===== src/rtl/bdm_pkg.sv =====
// ----------------------------------------------------------------------------
// bdm_pkg
// Shared types and constants for the best Distance-IoU box match block.
// ----------------------------------------------------------------------------
package bdm_pkg;

    typedef enum logic [3:0] {
        ST_IDLE,
        ST_GEOM,
        ST_PROD,
        ST_SUMS,
        ST_IOU_START,
        ST_IOU_WAIT,
        ST_DIST_START,
        ST_DIST_WAIT,
        ST_UPDATE,
        ST_EMIT
    } bdm_state_t;

    typedef enum logic {
        DIV_IOU,
        DIV_DIST
    } div_sel_t;

    localparam int unsigned ADDR_W = 4;

    localparam logic [1:0] REG_REF_X = 2'd0;
    localparam logic [1:0] REG_REF_Y = 2'd1;
    localparam logic [1:0] REG_REF_W = 2'd2;
    localparam logic [1:0] REG_REF_H = 2'd3;

    typedef struct packed {
        logic     load;
        logic     geom;
        logic     prod;
        logic     sums;
        logic     div_start;
        div_sel_t div_sel;
        logic     iou_latch;
        logic     update;
        logic     emit;
    } bdm_cmd_t;

    typedef struct packed {
        logic div_busy;
        logic out_free;
        logic last;
    } bdm_status_t;

endpackage


===== src/rtl/bdm_div.sv =====
// ----------------------------------------------------------------------------
// bdm_div
// Restoring divider that produces one quotient bit per cycle, high bit first.
// ----------------------------------------------------------------------------
module bdm_div
    import bdm_pkg::*;
#(
    parameter int unsigned DEN_W = 31,
    parameter int unsigned Q_W   = 17
) (
    input  logic             aclk,
    input  logic             aresetn,
    input  logic             start,
    input  logic [DEN_W-1:0] num,
    input  logic [DEN_W-1:0] den,
    output logic             busy,
    output logic [Q_W-1:0]   quo
);

    localparam int unsigned CNT_W = $clog2(Q_W);
    localparam logic [CNT_W-1:0] CNT_LAST = CNT_W'(Q_W - 1);

    logic [DEN_W:0]   rem_reg, rem_next;
    logic [DEN_W-1:0] den_reg;
    logic [Q_W-1:0]   quo_reg, quo_next;
    logic [CNT_W-1:0] cnt_reg, cnt_next;
    logic             busy_reg, busy_next;
    logic             rem_ge;
    logic [DEN_W:0]   rem_sub;

    always_comb begin
        rem_ge  = rem_reg >= {1'b0, den_reg};
        rem_sub = rem_ge ? (rem_reg - {1'b0, den_reg}) : rem_reg;
        if (start) begin
            rem_next  = {1'b0, num};
            quo_next  = '0;
            cnt_next  = CNT_LAST;
            busy_next = 1'b1;
        end else if (busy_reg) begin
            rem_next  = {rem_sub[DEN_W-1:0], 1'b0};
            quo_next  = {quo_reg[Q_W-2:0], rem_ge};
            cnt_next  = cnt_reg - 1'b1;
            busy_next = (cnt_reg != '0);
        end else begin
            rem_next  = rem_reg;
            quo_next  = quo_reg;
            cnt_next  = cnt_reg;
            busy_next = 1'b0;
        end
    end

    always_ff @(posedge aclk) begin
        if (!aresetn) begin
            busy_reg <= 1'b0;
            cnt_reg  <= '0;
        end else begin
            busy_reg <= busy_next;
            cnt_reg  <= cnt_next;
        end
    end

    always_ff @(posedge aclk) begin
        rem_reg <= rem_next;
        quo_reg <= quo_next;
        if (start) begin
            den_reg <= den;
        end
    end

    assign busy = busy_reg;
    assign quo  = quo_reg;

endmodule


===== src/rtl/bdm_ctrl.sv =====
// ----------------------------------------------------------------------------
// bdm_ctrl
// Sequencer that steps one candidate through geometry, products, sums and the
// two divisions, then updates the kept box and emits it at frame end.
// ----------------------------------------------------------------------------
module bdm_ctrl
    import bdm_pkg::*;
(
    input  logic        aclk,
    input  logic        aresetn,
    input  logic        s_valid,
    output logic        s_ready,
    input  bdm_status_t status,
    output bdm_cmd_t    cmd
);

    bdm_state_t state_reg, state_next;

    always_ff @(posedge aclk) begin
        if (!aresetn) begin
            state_reg <= ST_IDLE;
        end else begin
            state_reg <= state_next;
        end
    end

    always_comb begin
        state_next = state_reg;
        unique case (state_reg)
            ST_IDLE: begin
                if (s_valid) begin
                    state_next = ST_GEOM;
                end
            end
            ST_GEOM:       state_next = ST_PROD;
            ST_PROD:       state_next = ST_SUMS;
            ST_SUMS:       state_next = ST_IOU_START;
            ST_IOU_START:  state_next = ST_IOU_WAIT;
            ST_IOU_WAIT: begin
                if (!status.div_busy) begin
                    state_next = ST_DIST_START;
                end
            end
            ST_DIST_START: state_next = ST_DIST_WAIT;
            ST_DIST_WAIT: begin
                if (!status.div_busy) begin
                    state_next = ST_UPDATE;
                end
            end
            ST_UPDATE: begin
                state_next = status.last ? ST_EMIT : ST_IDLE;
            end
            ST_EMIT: begin
                if (status.out_free) begin
                    state_next = ST_IDLE;
                end
            end
            default: state_next = ST_IDLE;
        endcase
    end

    always_comb begin
        cmd     = '0;
        s_ready = 1'b0;
        unique case (state_reg)
            ST_IDLE: begin
                s_ready  = 1'b1;
                cmd.load = s_valid;
            end
            ST_GEOM:  cmd.geom = 1'b1;
            ST_PROD:  cmd.prod = 1'b1;
            ST_SUMS:  cmd.sums = 1'b1;
            ST_IOU_START: begin
                cmd.div_start = 1'b1;
                cmd.div_sel   = DIV_IOU;
            end
            ST_IOU_WAIT: begin
                cmd.iou_latch = !status.div_busy;
            end
            ST_DIST_START: begin
                cmd.div_start = 1'b1;
                cmd.div_sel   = DIV_DIST;
            end
            ST_DIST_WAIT: begin
            end
            ST_UPDATE: cmd.update = 1'b1;
            ST_EMIT:   cmd.emit   = status.out_free;
            default: begin
            end
        endcase
    end

endmodule


===== src/rtl/bdm_datapath.sv =====
// ----------------------------------------------------------------------------
// bdm_datapath
// Box geometry, squared terms, the shared divider, the kept best box and the
// result register.
// ----------------------------------------------------------------------------
module bdm_datapath
    import bdm_pkg::*;
#(
    parameter int unsigned COORD_BITS = 13,
    parameter int unsigned FRAC_BITS  = 16
) (
    input  logic                           aclk,
    input  logic                           aresetn,
    input  bdm_cmd_t                       cmd,
    output bdm_status_t                    status,
    input  logic signed [COORD_BITS-1:0]   s_cand_x,
    input  logic signed [COORD_BITS-1:0]   s_cand_y,
    input  logic        [COORD_BITS-2:0]   s_cand_w,
    input  logic        [COORD_BITS-2:0]   s_cand_h,
    input  logic                           s_last_cand,
    input  logic signed [COORD_BITS-1:0]   ref_x,
    input  logic signed [COORD_BITS-1:0]   ref_y,
    input  logic        [COORD_BITS-2:0]   ref_w,
    input  logic        [COORD_BITS-2:0]   ref_h,
    output logic                           m_valid,
    input  logic                           m_ready,
    output logic                           m_found,
    output logic signed [COORD_BITS-1:0]   m_best_x,
    output logic signed [COORD_BITS-1:0]   m_best_y,
    output logic        [COORD_BITS-2:0]   m_best_w,
    output logic        [COORD_BITS-2:0]   m_best_h,
    output logic signed [FRAC_BITS+1:0]    m_best_score
);

    localparam int unsigned C_W   = COORD_BITS;
    localparam int unsigned S_W   = COORD_BITS - 1;
    localparam int unsigned G_W   = COORD_BITS + 3;
    localparam int unsigned E_W   = COORD_BITS + 1;
    localparam int unsigned D_W   = COORD_BITS + 2;
    localparam int unsigned A_W   = 2 * S_W;
    localparam int unsigned U_W   = A_W + 1;
    localparam int unsigned SQE_W = 2 * E_W;
    localparam int unsigned SQD_W = 2 * D_W;
    localparam int unsigned DEN_W = SQE_W + 3;
    localparam int unsigned Q_W   = FRAC_BITS + 1;
    localparam int unsigned SC_W  = FRAC_BITS + 2;
    localparam logic signed [SC_W-1:0] MINUS_ONE = {2'b11, {FRAC_BITS{1'b0}}};

    logic signed [C_W-1:0] cand_x_reg, cand_y_reg;
    logic        [S_W-1:0] cand_w_reg, cand_h_reg;
    logic                  last_reg;

    logic signed [G_W-1:0] gx, gy, gw, gh, grx, gry, grw, grh;
    logic signed [G_W-1:0] r1, b1, r2, b2;
    logic signed [G_W-1:0] iw, ih, ew, eh, dx, dy, adx, ady;
    logic                  overlap;

    logic [S_W-1:0] iw_reg, ih_reg;
    logic [E_W-1:0] ew_reg, eh_reg;
    logic [D_W-1:0] adx_reg, ady_reg;

    logic [A_W-1:0]   area_c_reg, area_r_reg, inter_reg;
    logic [SQE_W-1:0] ew2_reg, eh2_reg;
    logic [SQD_W-1:0] dx2_reg, dy2_reg;

    logic [U_W-1:0]   uni_next, uni_reg;
    logic [DEN_W-1:0] c4_next, c4_reg, d4_next, d4_reg;
    logic [A_W-1:0]   inter_sum_reg;
    logic             uni_zero_reg;

    logic [DEN_W-1:0] div_num, div_den;
    logic             div_busy;
    logic [Q_W-1:0]   div_quo;
    logic [Q_W-1:0]   iou_q_reg;

    logic signed [SC_W-1:0] score;
    logic                   take;

    logic signed [SC_W-1:0] kept_score_reg;
    logic signed [C_W-1:0]  kept_x_reg, kept_y_reg;
    logic        [S_W-1:0]  kept_w_reg, kept_h_reg;
    logic                   kept_valid_reg;

    logic                   m_valid_reg, m_valid_next;
    logic                   m_found_reg;
    logic signed [C_W-1:0]  m_best_x_reg, m_best_y_reg;
    logic        [S_W-1:0]  m_best_w_reg, m_best_h_reg;
    logic signed [SC_W-1:0] m_best_score_reg;

    always_ff @(posedge aclk) begin
        if (cmd.load) begin
            cand_x_reg <= s_cand_x;
            cand_y_reg <= s_cand_y;
            cand_w_reg <= s_cand_w;
            cand_h_reg <= s_cand_h;
            last_reg   <= s_last_cand;
        end
    end

    always_comb begin
        gx  = G_W'(cand_x_reg);
        gy  = G_W'(cand_y_reg);
        gw  = $signed(G_W'(cand_w_reg));
        gh  = $signed(G_W'(cand_h_reg));
        grx = G_W'(ref_x);
        gry = G_W'(ref_y);
        grw = $signed(G_W'(ref_w));
        grh = $signed(G_W'(ref_h));
        r1  = gx + gw;
        b1  = gy + gh;
        r2  = grx + grw;
        b2  = gry + grh;
        iw  = ((r1 < r2) ? r1 : r2) - ((gx > grx) ? gx : grx);
        ih  = ((b1 < b2) ? b1 : b2) - ((gy > gry) ? gy : gry);
        ew  = ((r1 > r2) ? r1 : r2) - ((gx < grx) ? gx : grx);
        eh  = ((b1 > b2) ? b1 : b2) - ((gy < gry) ? gy : gry);
        dx  = ((gx <<< 1) + gw) - ((grx <<< 1) + grw);
        dy  = ((gy <<< 1) + gh) - ((gry <<< 1) + grh);
        adx = (dx < 0) ? -dx : dx;
        ady = (dy < 0) ? -dy : dy;
        overlap = (iw > 0) && (ih > 0);
    end

    always_ff @(posedge aclk) begin
        if (cmd.geom) begin
            iw_reg  <= overlap ? iw[S_W-1:0] : '0;
            ih_reg  <= overlap ? ih[S_W-1:0] : '0;
            ew_reg  <= ew[E_W-1:0];
            eh_reg  <= eh[E_W-1:0];
            adx_reg <= adx[D_W-1:0];
            ady_reg <= ady[D_W-1:0];
        end
    end

    always_ff @(posedge aclk) begin
        if (cmd.prod) begin
            area_c_reg <= A_W'(cand_w_reg) * A_W'(cand_h_reg);
            area_r_reg <= A_W'(ref_w) * A_W'(ref_h);
            inter_reg  <= A_W'(iw_reg) * A_W'(ih_reg);
            ew2_reg    <= SQE_W'(ew_reg) * SQE_W'(ew_reg);
            eh2_reg    <= SQE_W'(eh_reg) * SQE_W'(eh_reg);
            dx2_reg    <= SQD_W'(adx_reg) * SQD_W'(adx_reg);
            dy2_reg    <= SQD_W'(ady_reg) * SQD_W'(ady_reg);
        end
    end

    always_comb begin
        uni_next = U_W'(area_c_reg) + U_W'(area_r_reg) - U_W'(inter_reg);
        c4_next  = (DEN_W'(ew2_reg) + DEN_W'(eh2_reg)) << 2;
        d4_next  = DEN_W'(dx2_reg) + DEN_W'(dy2_reg);
    end

    always_ff @(posedge aclk) begin
        if (cmd.sums) begin
            uni_reg       <= uni_next;
            c4_reg        <= c4_next;
            d4_reg        <= d4_next;
            inter_sum_reg <= inter_reg;
            uni_zero_reg  <= (uni_next == '0);
        end
    end

    always_comb begin
        case (cmd.div_sel)
            DIV_IOU: begin
                div_num = DEN_W'(inter_sum_reg);
                div_den = DEN_W'(uni_reg);
            end
            default: begin
                div_num = d4_reg;
                div_den = c4_reg;
            end
        endcase
    end

    bdm_div #(
        .DEN_W (DEN_W),
        .Q_W   (Q_W)
    ) u_div (
        .aclk    (aclk),
        .aresetn (aresetn),
        .start   (cmd.div_start),
        .num     (div_num),
        .den     (div_den),
        .busy    (div_busy),
        .quo     (div_quo)
    );

    always_ff @(posedge aclk) begin
        if (cmd.iou_latch) begin
            iou_q_reg <= div_quo;
        end
    end

    always_comb begin
        score = $signed({1'b0, iou_q_reg}) - $signed({1'b0, div_quo});
        take  = !uni_zero_reg && (score > MINUS_ONE) && (score > kept_score_reg);
    end

    always_ff @(posedge aclk) begin
        if (!aresetn) begin
            kept_valid_reg <= 1'b0;
            kept_score_reg <= MINUS_ONE;
        end else if (cmd.emit) begin
            kept_valid_reg <= 1'b0;
            kept_score_reg <= MINUS_ONE;
        end else if (cmd.update && take) begin
            kept_valid_reg <= 1'b1;
            kept_score_reg <= score;
        end
    end

    always_ff @(posedge aclk) begin
        if (cmd.update && take) begin
            kept_x_reg <= cand_x_reg;
            kept_y_reg <= cand_y_reg;
            kept_w_reg <= cand_w_reg;
            kept_h_reg <= cand_h_reg;
        end
    end

    always_comb begin
        if (cmd.emit) begin
            m_valid_next = 1'b1;
        end else if (m_ready) begin
            m_valid_next = 1'b0;
        end else begin
            m_valid_next = m_valid_reg;
        end
    end

    always_ff @(posedge aclk) begin
        if (!aresetn) begin
            m_valid_reg <= 1'b0;
        end else begin
            m_valid_reg <= m_valid_next;
        end
    end

    always_ff @(posedge aclk) begin
        if (cmd.emit) begin
            m_found_reg      <= kept_valid_reg;
            m_best_x_reg     <= kept_valid_reg ? kept_x_reg : '0;
            m_best_y_reg     <= kept_valid_reg ? kept_y_reg : '0;
            m_best_w_reg     <= kept_valid_reg ? kept_w_reg : '0;
            m_best_h_reg     <= kept_valid_reg ? kept_h_reg : '0;
            m_best_score_reg <= kept_valid_reg ? kept_score_reg : '0;
        end
    end

    assign status.div_busy = div_busy;
    assign status.out_free = !m_valid_reg || m_ready;
    assign status.last     = last_reg;

    assign m_valid      = m_valid_reg;
    assign m_found      = m_found_reg;
    assign m_best_x     = m_best_x_reg;
    assign m_best_y     = m_best_y_reg;
    assign m_best_w     = m_best_w_reg;
    assign m_best_h     = m_best_h_reg;
    assign m_best_score = m_best_score_reg;

endmodule


===== src/rtl/best_diou_box_match_core.sv =====
// ----------------------------------------------------------------------------
// best_diou_box_match_core
// Scores candidate boxes against a reference box by Distance-IoU and reports
// the best box of each frame on the frame's last word.
// ----------------------------------------------------------------------------
// Channel   Direction  Handshake       Contents
// s_        in         s_valid/s_ready cand_x, cand_y, cand_w, cand_h, last_cand
// m_        out        m_valid/m_ready found, best_x/y/w/h, best_score
// APB       in         psel/penable    ref_x, ref_y, ref_w, ref_h at 0x0..0xC
//
// A new word is accepted only after the previous one has been scored, as
// the two divisions share one divider at one quotient bit a cycle.
// On a frame's last word an emit state then loads the result register.
// A new word is accepted while a result waits; only the next frame end stalls
// until the previous result is taken. Reset is synchronous and active low.
// ----------------------------------------------------------------------------
module best_diou_box_match_core
    import bdm_pkg::*;
#(
    parameter int unsigned COORD_BITS = 13,
    parameter int unsigned FRAC_BITS  = 16
) (
    input  logic                          aclk,
    input  logic                          aresetn,
    input  logic                          psel,
    input  logic                          penable,
    input  logic                          pwrite,
    input  logic [ADDR_W-1:0]             paddr,
    input  logic [31:0]                   pwdata,
    output logic [31:0]                   prdata,
    output logic                          pready,
    input  logic                          s_valid,
    output logic                          s_ready,
    input  logic signed [COORD_BITS-1:0]  s_cand_x,
    input  logic signed [COORD_BITS-1:0]  s_cand_y,
    input  logic        [COORD_BITS-2:0]  s_cand_w,
    input  logic        [COORD_BITS-2:0]  s_cand_h,
    input  logic                          s_last_cand,
    output logic                          m_valid,
    input  logic                          m_ready,
    output logic                          m_found,
    output logic signed [COORD_BITS-1:0]  m_best_x,
    output logic signed [COORD_BITS-1:0]  m_best_y,
    output logic        [COORD_BITS-2:0]  m_best_w,
    output logic        [COORD_BITS-2:0]  m_best_h,
    output logic signed [FRAC_BITS+1:0]   m_best_score
);

    localparam int unsigned C_W = COORD_BITS;
    localparam int unsigned S_W = COORD_BITS - 1;

    logic [C_W-1:0] ref_x_reg, ref_y_reg;
    logic [S_W-1:0] ref_w_reg, ref_h_reg;
    logic           wr_en;
    bdm_cmd_t       cmd;
    bdm_status_t    status;

    assign pready = 1'b1;
    assign wr_en  = psel && penable && pwrite;

    always_ff @(posedge aclk) begin
        if (!aresetn) begin
            ref_x_reg <= '0;
            ref_y_reg <= '0;
            ref_w_reg <= '0;
            ref_h_reg <= '0;
        end else if (wr_en) begin
            unique case (paddr[3:2])
                REG_REF_X: ref_x_reg <= pwdata[C_W-1:0];
                REG_REF_Y: ref_y_reg <= pwdata[C_W-1:0];
                REG_REF_W: ref_w_reg <= pwdata[S_W-1:0];
                REG_REF_H: ref_h_reg <= pwdata[S_W-1:0];
                default: begin
                end
            endcase
        end
    end

    always_comb begin
        unique case (paddr[3:2])
            REG_REF_X: prdata = 32'(ref_x_reg);
            REG_REF_Y: prdata = 32'(ref_y_reg);
            REG_REF_W: prdata = 32'(ref_w_reg);
            REG_REF_H: prdata = 32'(ref_h_reg);
            default:   prdata = '0;
        endcase
    end

    bdm_ctrl u_ctrl (
        .aclk    (aclk),
        .aresetn (aresetn),
        .s_valid (s_valid),
        .s_ready (s_ready),
        .status  (status),
        .cmd     (cmd)
    );

    bdm_datapath #(
        .COORD_BITS (COORD_BITS),
        .FRAC_BITS  (FRAC_BITS)
    ) u_datapath (
        .aclk         (aclk),
        .aresetn      (aresetn),
        .cmd          (cmd),
        .status       (status),
        .s_cand_x     (s_cand_x),
        .s_cand_y     (s_cand_y),
        .s_cand_w     (s_cand_w),
        .s_cand_h     (s_cand_h),
        .s_last_cand  (s_last_cand),
        .ref_x        ($signed(ref_x_reg)),
        .ref_y        ($signed(ref_y_reg)),
        .ref_w        (ref_w_reg),
        .ref_h        (ref_h_reg),
        .m_valid      (m_valid),
        .m_ready      (m_ready),
        .m_found      (m_found),
        .m_best_x     (m_best_x),
        .m_best_y     (m_best_y),
        .m_best_w     (m_best_w),
        .m_best_h     (m_best_h),
        .m_best_score (m_best_score)
    );

endmodule


===== config.mk =====
export PLATFORM = sky130hd
export DESIGN_NAME = best_diou_box_match_core
export DESIGN_NICKNAME = d
export VERILOG_FILES = /design/src/rtl/bdm_pkg.sv /design/src/rtl/bdm_div.sv /design/src/rtl/bdm_ctrl.sv /design/src/rtl/bdm_datapath.sv /design/src/rtl/best_diou_box_match_core.sv
export SDC_FILE = /design/constraint.sdc
export NUM_CORES = 2
export LEC_CHECK = 0
export BUFFER_PORTS_ARGS = -buffer_cell sky130_fd_sc_hd__clkbuf_2
export CAP_MARGIN = 20
export CORE_ASPECT_RATIO = 2
export CORE_MARGIN = 2
export CORE_UTILIZATION = 55
export DETAILED_ROUTE_END_ITERATION = 10
export PLACE_DENSITY = 0.72
export SLEW_MARGIN = 10
export SYNTH_ARGS = -nofsm -noshare
export SYNTH_HDL_FRONTEND = slang
export SYNTH_SLANG_ARGS = --single-unit
export TNS_END_PERCENT = 5

===== constraint.sdc =====
create_clock -name aclk -period 17.5 [get_ports aclk]
set_input_delay 2.625 -clock aclk [delete_from_list [all_inputs] [get_ports aclk]]
set_output_delay 2.625 -clock aclk [all_outputs]
set_load 0.02 [all_outputs]

==> Yosys cells after proc, flatten, opt, wreduce, memory -nomap -nowiden <==
Index checks and enable logic that the tools add are counted.
{ "totals": {"output_inout_bits": 104, "inputBits": 94, "wordCells": 173, "reg_bits": 727} }
{ "op_classes": {"addsub": 23, "eq_ne": 16, "n_reduce_logical": 23, "n_lt_le_gt_ge": 15, "mux": 37, "multipliers": 7, "bitwise": 1} }
{ "ops": {"columns": ["op", "n"], "rows": [
  ["32-bit one-hot mux with 4 select lines", 1],
  ["31-bit two-way mux", 4],
  ["12-bit by 12-bit multiplier with 24-bit output", 3],
  ["16-bit two-way mux", 4],
  ["14-bit by 13-bit adder with 15-bit output", 4],
  ["15-bit by 15-bit multiplier with 30-bit output", 2],
  ["13-bit by 13-bit adder with 14-bit output", 4],
  ["14-bit by 14-bit multiplier with 28-bit output", 2],
  ["14-bit two-way mux", 4],
  ["4-bit one-hot mux with 10 select lines", 1],
  ["32-bit by 31-bit >= comparator with 1-bit output", 1],
  ["16-bit by 1-bit greater-than comparator with 1-bit output (second input constant)", 2],
  ["16-bit by 1-bit less-than comparator with 1-bit output (second input constant)", 2],
  ["15-bit by 15-bit subtractor with 16-bit output", 2],
  ["16-bit subtractor", 2],
  ["30-bit by 30-bit adder with 31-bit output", 1],
  ["31-bit subtractor", 1],
  ["15-bit two-way mux", 2],
  ["15-bit negation", 2],
  ["28-bit by 28-bit adder with 29-bit output", 1],
  ["14-bit greater-than comparator", 2],
  ["14-bit less-than comparator", 2],
  ["14-bit subtractor", 2],
  ["13-bit greater-than comparator", 2],
  ["32 further kinds", 69]
]} }

==> Longest topological paths before layout <==
{ "depth": {"word_depth": 6, "depth_mapped": 36, "depth_no_buf": 34} }

==> Hierarchy <==
A second synthesis with hierarchy kept.
{ "unflattened": {"cells_unflattened": 7752, "hier_area_um2": 78222.5} }
{ "modules_own_cells": {"columns": ["module", "area_per_inst_um2", "seq_area_each_um2", "n_inst", "cells_per_inst"], "rows": [
  ["bdm_datapath", 70147.3, 17306.6, 1, 6946],
  ["bdm_div", 5358.9, 2342.2, 1, 539],
  ["best_diou_box_match_core", 2344.7, 1001.0, 1, 223],
  ["bdm_ctrl", 371.6, 80.1, 1, 44]
]} }

==> Worst setup path before layout <==
No wires, ideal clock.
{ "synth_timing": {"path_type": "register to register", "startpoint": "register u_ctrl.state_reg[1]", "endpoint": "register u_datapath.area_c_reg[0] (enable)", "setup_slack_ns": 3.468, "stages_incl_launch_ff": 4, "synth_period_minus_slack_ns": 14.032, "required_ns": 16.547, "path_buffers": 1, "setup_ns": 0.953, "t_arrival_ns": 13.079, "path_cell_list": "dfxtp_1 -> clkbuf_1 -> nand2b_1 -> nor3_1"} }
{ "synth_via": {"elab_chain_len": 2} }
{ "synth_rtl": {"columns": ["item", "line", "rtl"], "rows": [
  ["from (decl)", "bdm_ctrl.sv:17", "bdm_state_t state_reg, state_next;"],
  ["from (signal assigned)", "bdm_ctrl.sv:23", "state_reg <= state_next;"],
  ["4-bit by 2-bit equality test with 1-bit output", "bdm_ctrl.sv:65", "unique case (state_reg)"],
  ["1-bit two-way mux", "bdm_ctrl.sv:65", null],
  ["to (signal assigned)", "bdm_datapath.sv:137", "area_c_reg <= A_W'(cand_w_reg) * A_W'(cand_h_reg);"],
  ["to (decl)", "bdm_datapath.sv:62", "logic [A_W-1:0] area_c_reg, area_r_reg, inter_reg;"]
]} }
No other way between the ends.
A chain may end at the register's enable or synchronous reset.

==> Final worst setup path <==
{ "layout_timing": {"startpoint": "register u_datapath.cand_h_reg[3]", "endpoint": "register u_datapath.eh_reg[12], data pin"} }
{ "layout_via": {"elab_chain_len": 4} }
{ "layout_rtl": {"columns": ["item", "line", "rtl"], "rows": [
  ["from (decl)", "bdm_datapath.sv:50", "logic [S_W-1:0] cand_w_reg, cand_h_reg;"],
  ["from (signal assigned)", "bdm_datapath.sv:95", "cand_h_reg <= s_cand_h;"],
  ["13-bit by 13-bit adder with 14-bit output (*)", "bdm_datapath.sv:110", "b1 = gy + gh;"],
  ["14-bit greater-than comparator", "bdm_datapath.sv:116", "eh = ((b1 > b2) ? b1 : b2) - ((gy < gry) ? gy : gry);"],
  ["14-bit two-way mux (*)", "bdm_datapath.sv:116", null],
  ["14-bit subtractor (*)", "bdm_datapath.sv:116", null],
  ["net u_datapath.eh[12]", "bdm_datapath.sv:55", "logic signed [G_W-1:0] iw, ih, ew, eh, dx, dy, adx, ady;"],
  ["to (signal assigned)", "bdm_datapath.sv:129", "eh_reg <= eh[E_W-1:0];"],
  ["to (decl)", "bdm_datapath.sv:59", "logic [E_W-1:0] ew_reg, eh_reg;"]
]} }
The timed path passes the listed nets; every way through them passes the cells marked *.

==> run metrics <==
Hold Vio Cnt, Final=0; Port Buf Inserts=156; initial drt markers=between 3k and 4k; critical path required time=between 15000 and 20000 ps; Via density=5.599; Synth area leader=edfxtp_1; Area growth syn-to-layout=6.821%; fmax=0.1178 GHz; minimum clock period=8487 ps; Slew Limit Fails=0; worst reg-to-reg path cell count=30; number of clock sinks=approximately 720; cells after synthesis=7714; fraction of registers with async set/reset=0%; final worst path period share=48.49%; DR top layer=met4; Avg Inst Size Synth=10.06 um^2; Max Cap Viol=0; post-CTS sizing=0; Data arrival, critical path=8910 ps; Hold Path Stages=0; CTS tree=done; Finish-stage setup viols=0; Final Skew=34.81 ps; commonest non-fill, non-tap cell in the layout=inv_1; worst-path fanout max=21; Top FF cell, synth=edfxtp_1; Met1 Wirelength=76000 um; initial antenna violation count=6; fraction of synthesized cell area taken by the top area cell type=24.18%; Met2 Routed Length=about 94000 um; Vias=54.36k; depth of the CTS H-tree=3; register area share after synthesis=26.71%; startpoint types=flip-flop; hold buffer count at cts=0; layout cells sized above 1=between 5 and 6%; commonest cells after routing, fill and taps aside=inv_1 (1292), fa_1 (886), ha_1 (884), nand2_1 (678), edfxtp_1 (625); TritonCTS buffer count=72; CTS Root Cell=clkbuf_16; Post-Route WL=about 190000 um; relative slew slack=around a third; max incr delay on CP=850 ps; Clock Path Buffers=3; I/O Pins=198; most used cell, CP=o21ai_0; DIE HEIGHT=535.3 um; WL met3=9871 um; Worst Setup End Kind=flip-flop; Chip Width=269.6 um; Cell Area, Synth=between 70000 and 80000 um^2; max FFs per register=32; status=finished, final reports clean; Post-synth EDFFs=625; Hold Crit Class=reg2reg; gpl congestion=0.9526; dpl hpwl=155200 um; Reg clk slew, reported paths=70 ps; first-pass GRT wire length=303200 um; #FFs+latches synth=723; antenna-violating nets left=0; kind of critical path=reg2reg; Routed WL per cell=20.00 um; number of global-route vias before repair=between 50k and 60k; setup TNS=0 ps; YS warnings=0; largest net degree at the start of global routing=77; Tot GR Track Use=27.19%; worst skew pair latency=700 ps; main area contributors after synthesis=edfxtp_1 (24%), fa_1 (23%), ha_1 (14%), inv_1 (6.3%), and2_1 (3.3%); slowest cell on the critical path=edfxtp_1; Die Footprint=144300 um^2; DRT Pass-1 Iters=6; RSZ-0062 raised after global routing=false; cell row count=195; fin nets=9640; Cell variety after synth=86; Slew @ Worst Pin=1003 ps; Initial Util=between 50% and 60%; grt ovf=0; Core Box Area=140500 um^2; setup bufs post-CTS=0; drt drc=0
==> layout make-up <==
cell class / instances / area (um^2)
Clock inverter: 46 / 605.6
Inverter: 1298 / 4873
Multi-Input combinational cell: 5477 / 51190
Sequential cell: 723 / 20730
Timing Repair Buffer: 204 / 1154
Clock buffer: 87 / 2004
Tap cell: 1871 / 2341
Fill cell: 11932 / 57630
Antenna cell: 4 / 10.01
==> synth_stat cells (all sizes together), types with 30 or more instances <==
master,n
nor2b,82
xor2,107
o21ai,204
dfxtp,98
nand2,678
a211oi,41
nor3,96
edfxtp,625
fa,886
and2,408
ha,884
xnor2,284
nor2,437
a21oi,326
clkbuf,204
nand4,30
mux2,51
a21o,124
mux2i,111
a21boi,63
nand3,94
inv,1294
nand2b,45
o21a,74
o21bai,43
buf,30
==> kinds of logic after synthesis <==
logic type | after synthesis | share of synthesized area [%]
AOI/OAI and AO/OA | 1099 | 9.177
buffers and inverters | 1532 | 7.509
other | 2 | 0.009676
DFF | 723 | 26.71
and+or+nand+nor | 2023 | 12.56
muxes | 174 | 2.520
adders and majority gates | 1770 | 37.10
xor gates and xnor gates | 391 | 4.412
==> layer usage <==
metal,vias up,GRT usage [%]
met4,0,17.26
met2,1654,46.65
met1,26662,32.59
met3,472,3.135
li1,25574,-
met5,-,0
==> final timing paths <==
check	startpoint	end	slack, ps
min	u_datapath.inter_reg[0]	u_datapath.inter_sum_reg[0]	460
max reg2reg	u_datapath.cand_h_reg[3]	u_datapath.eh_reg[12]	9010
min reg2reg	u_datapath.inter_reg[0]	u_datapath.inter_sum_reg[0]	460
max	u_datapath.cand_h_reg[3]	u_datapath.eh_reg[12]	9010
==> critical path: cells and delay by family (launching register included) <==
family | cells | cell delay (ps)
compound gates | 18 | 4400
simple gates | 6 | 1250
fa+ha+maj | 4 | 1220
flops | 1 | 850
mux | 1 | 320
xor+xnor | 1 | 160
==> metrics by stage <==
| step | area (um^2) | utilization (%) | worst slack [ps] | std cells | hold WS, ps |
|---|---|---|---|---|---|
| after global placement | 80260 | 57.11 | 9359 | 9572 | 446.0 |
| after floorplan | 77680 | - | 3468 | 7732 | 426.4 |
| after global routing | 82900 | 58.99 | 8310 | 9707 | 475.6 |
| after CTS | 82870 | 58.97 | 9077 | 9705 | 463.6 |
| final | 82910 | 58.99 | 9013 | 9710 | 463.3 |
| after detailed placement | 80260 | 57.11 | 9272 | 9572 | 448.6 |
Power is left out: the tool's default activity adds up to more than one toggle a clock period on the data nets, which glitch-free logic cannot reach.
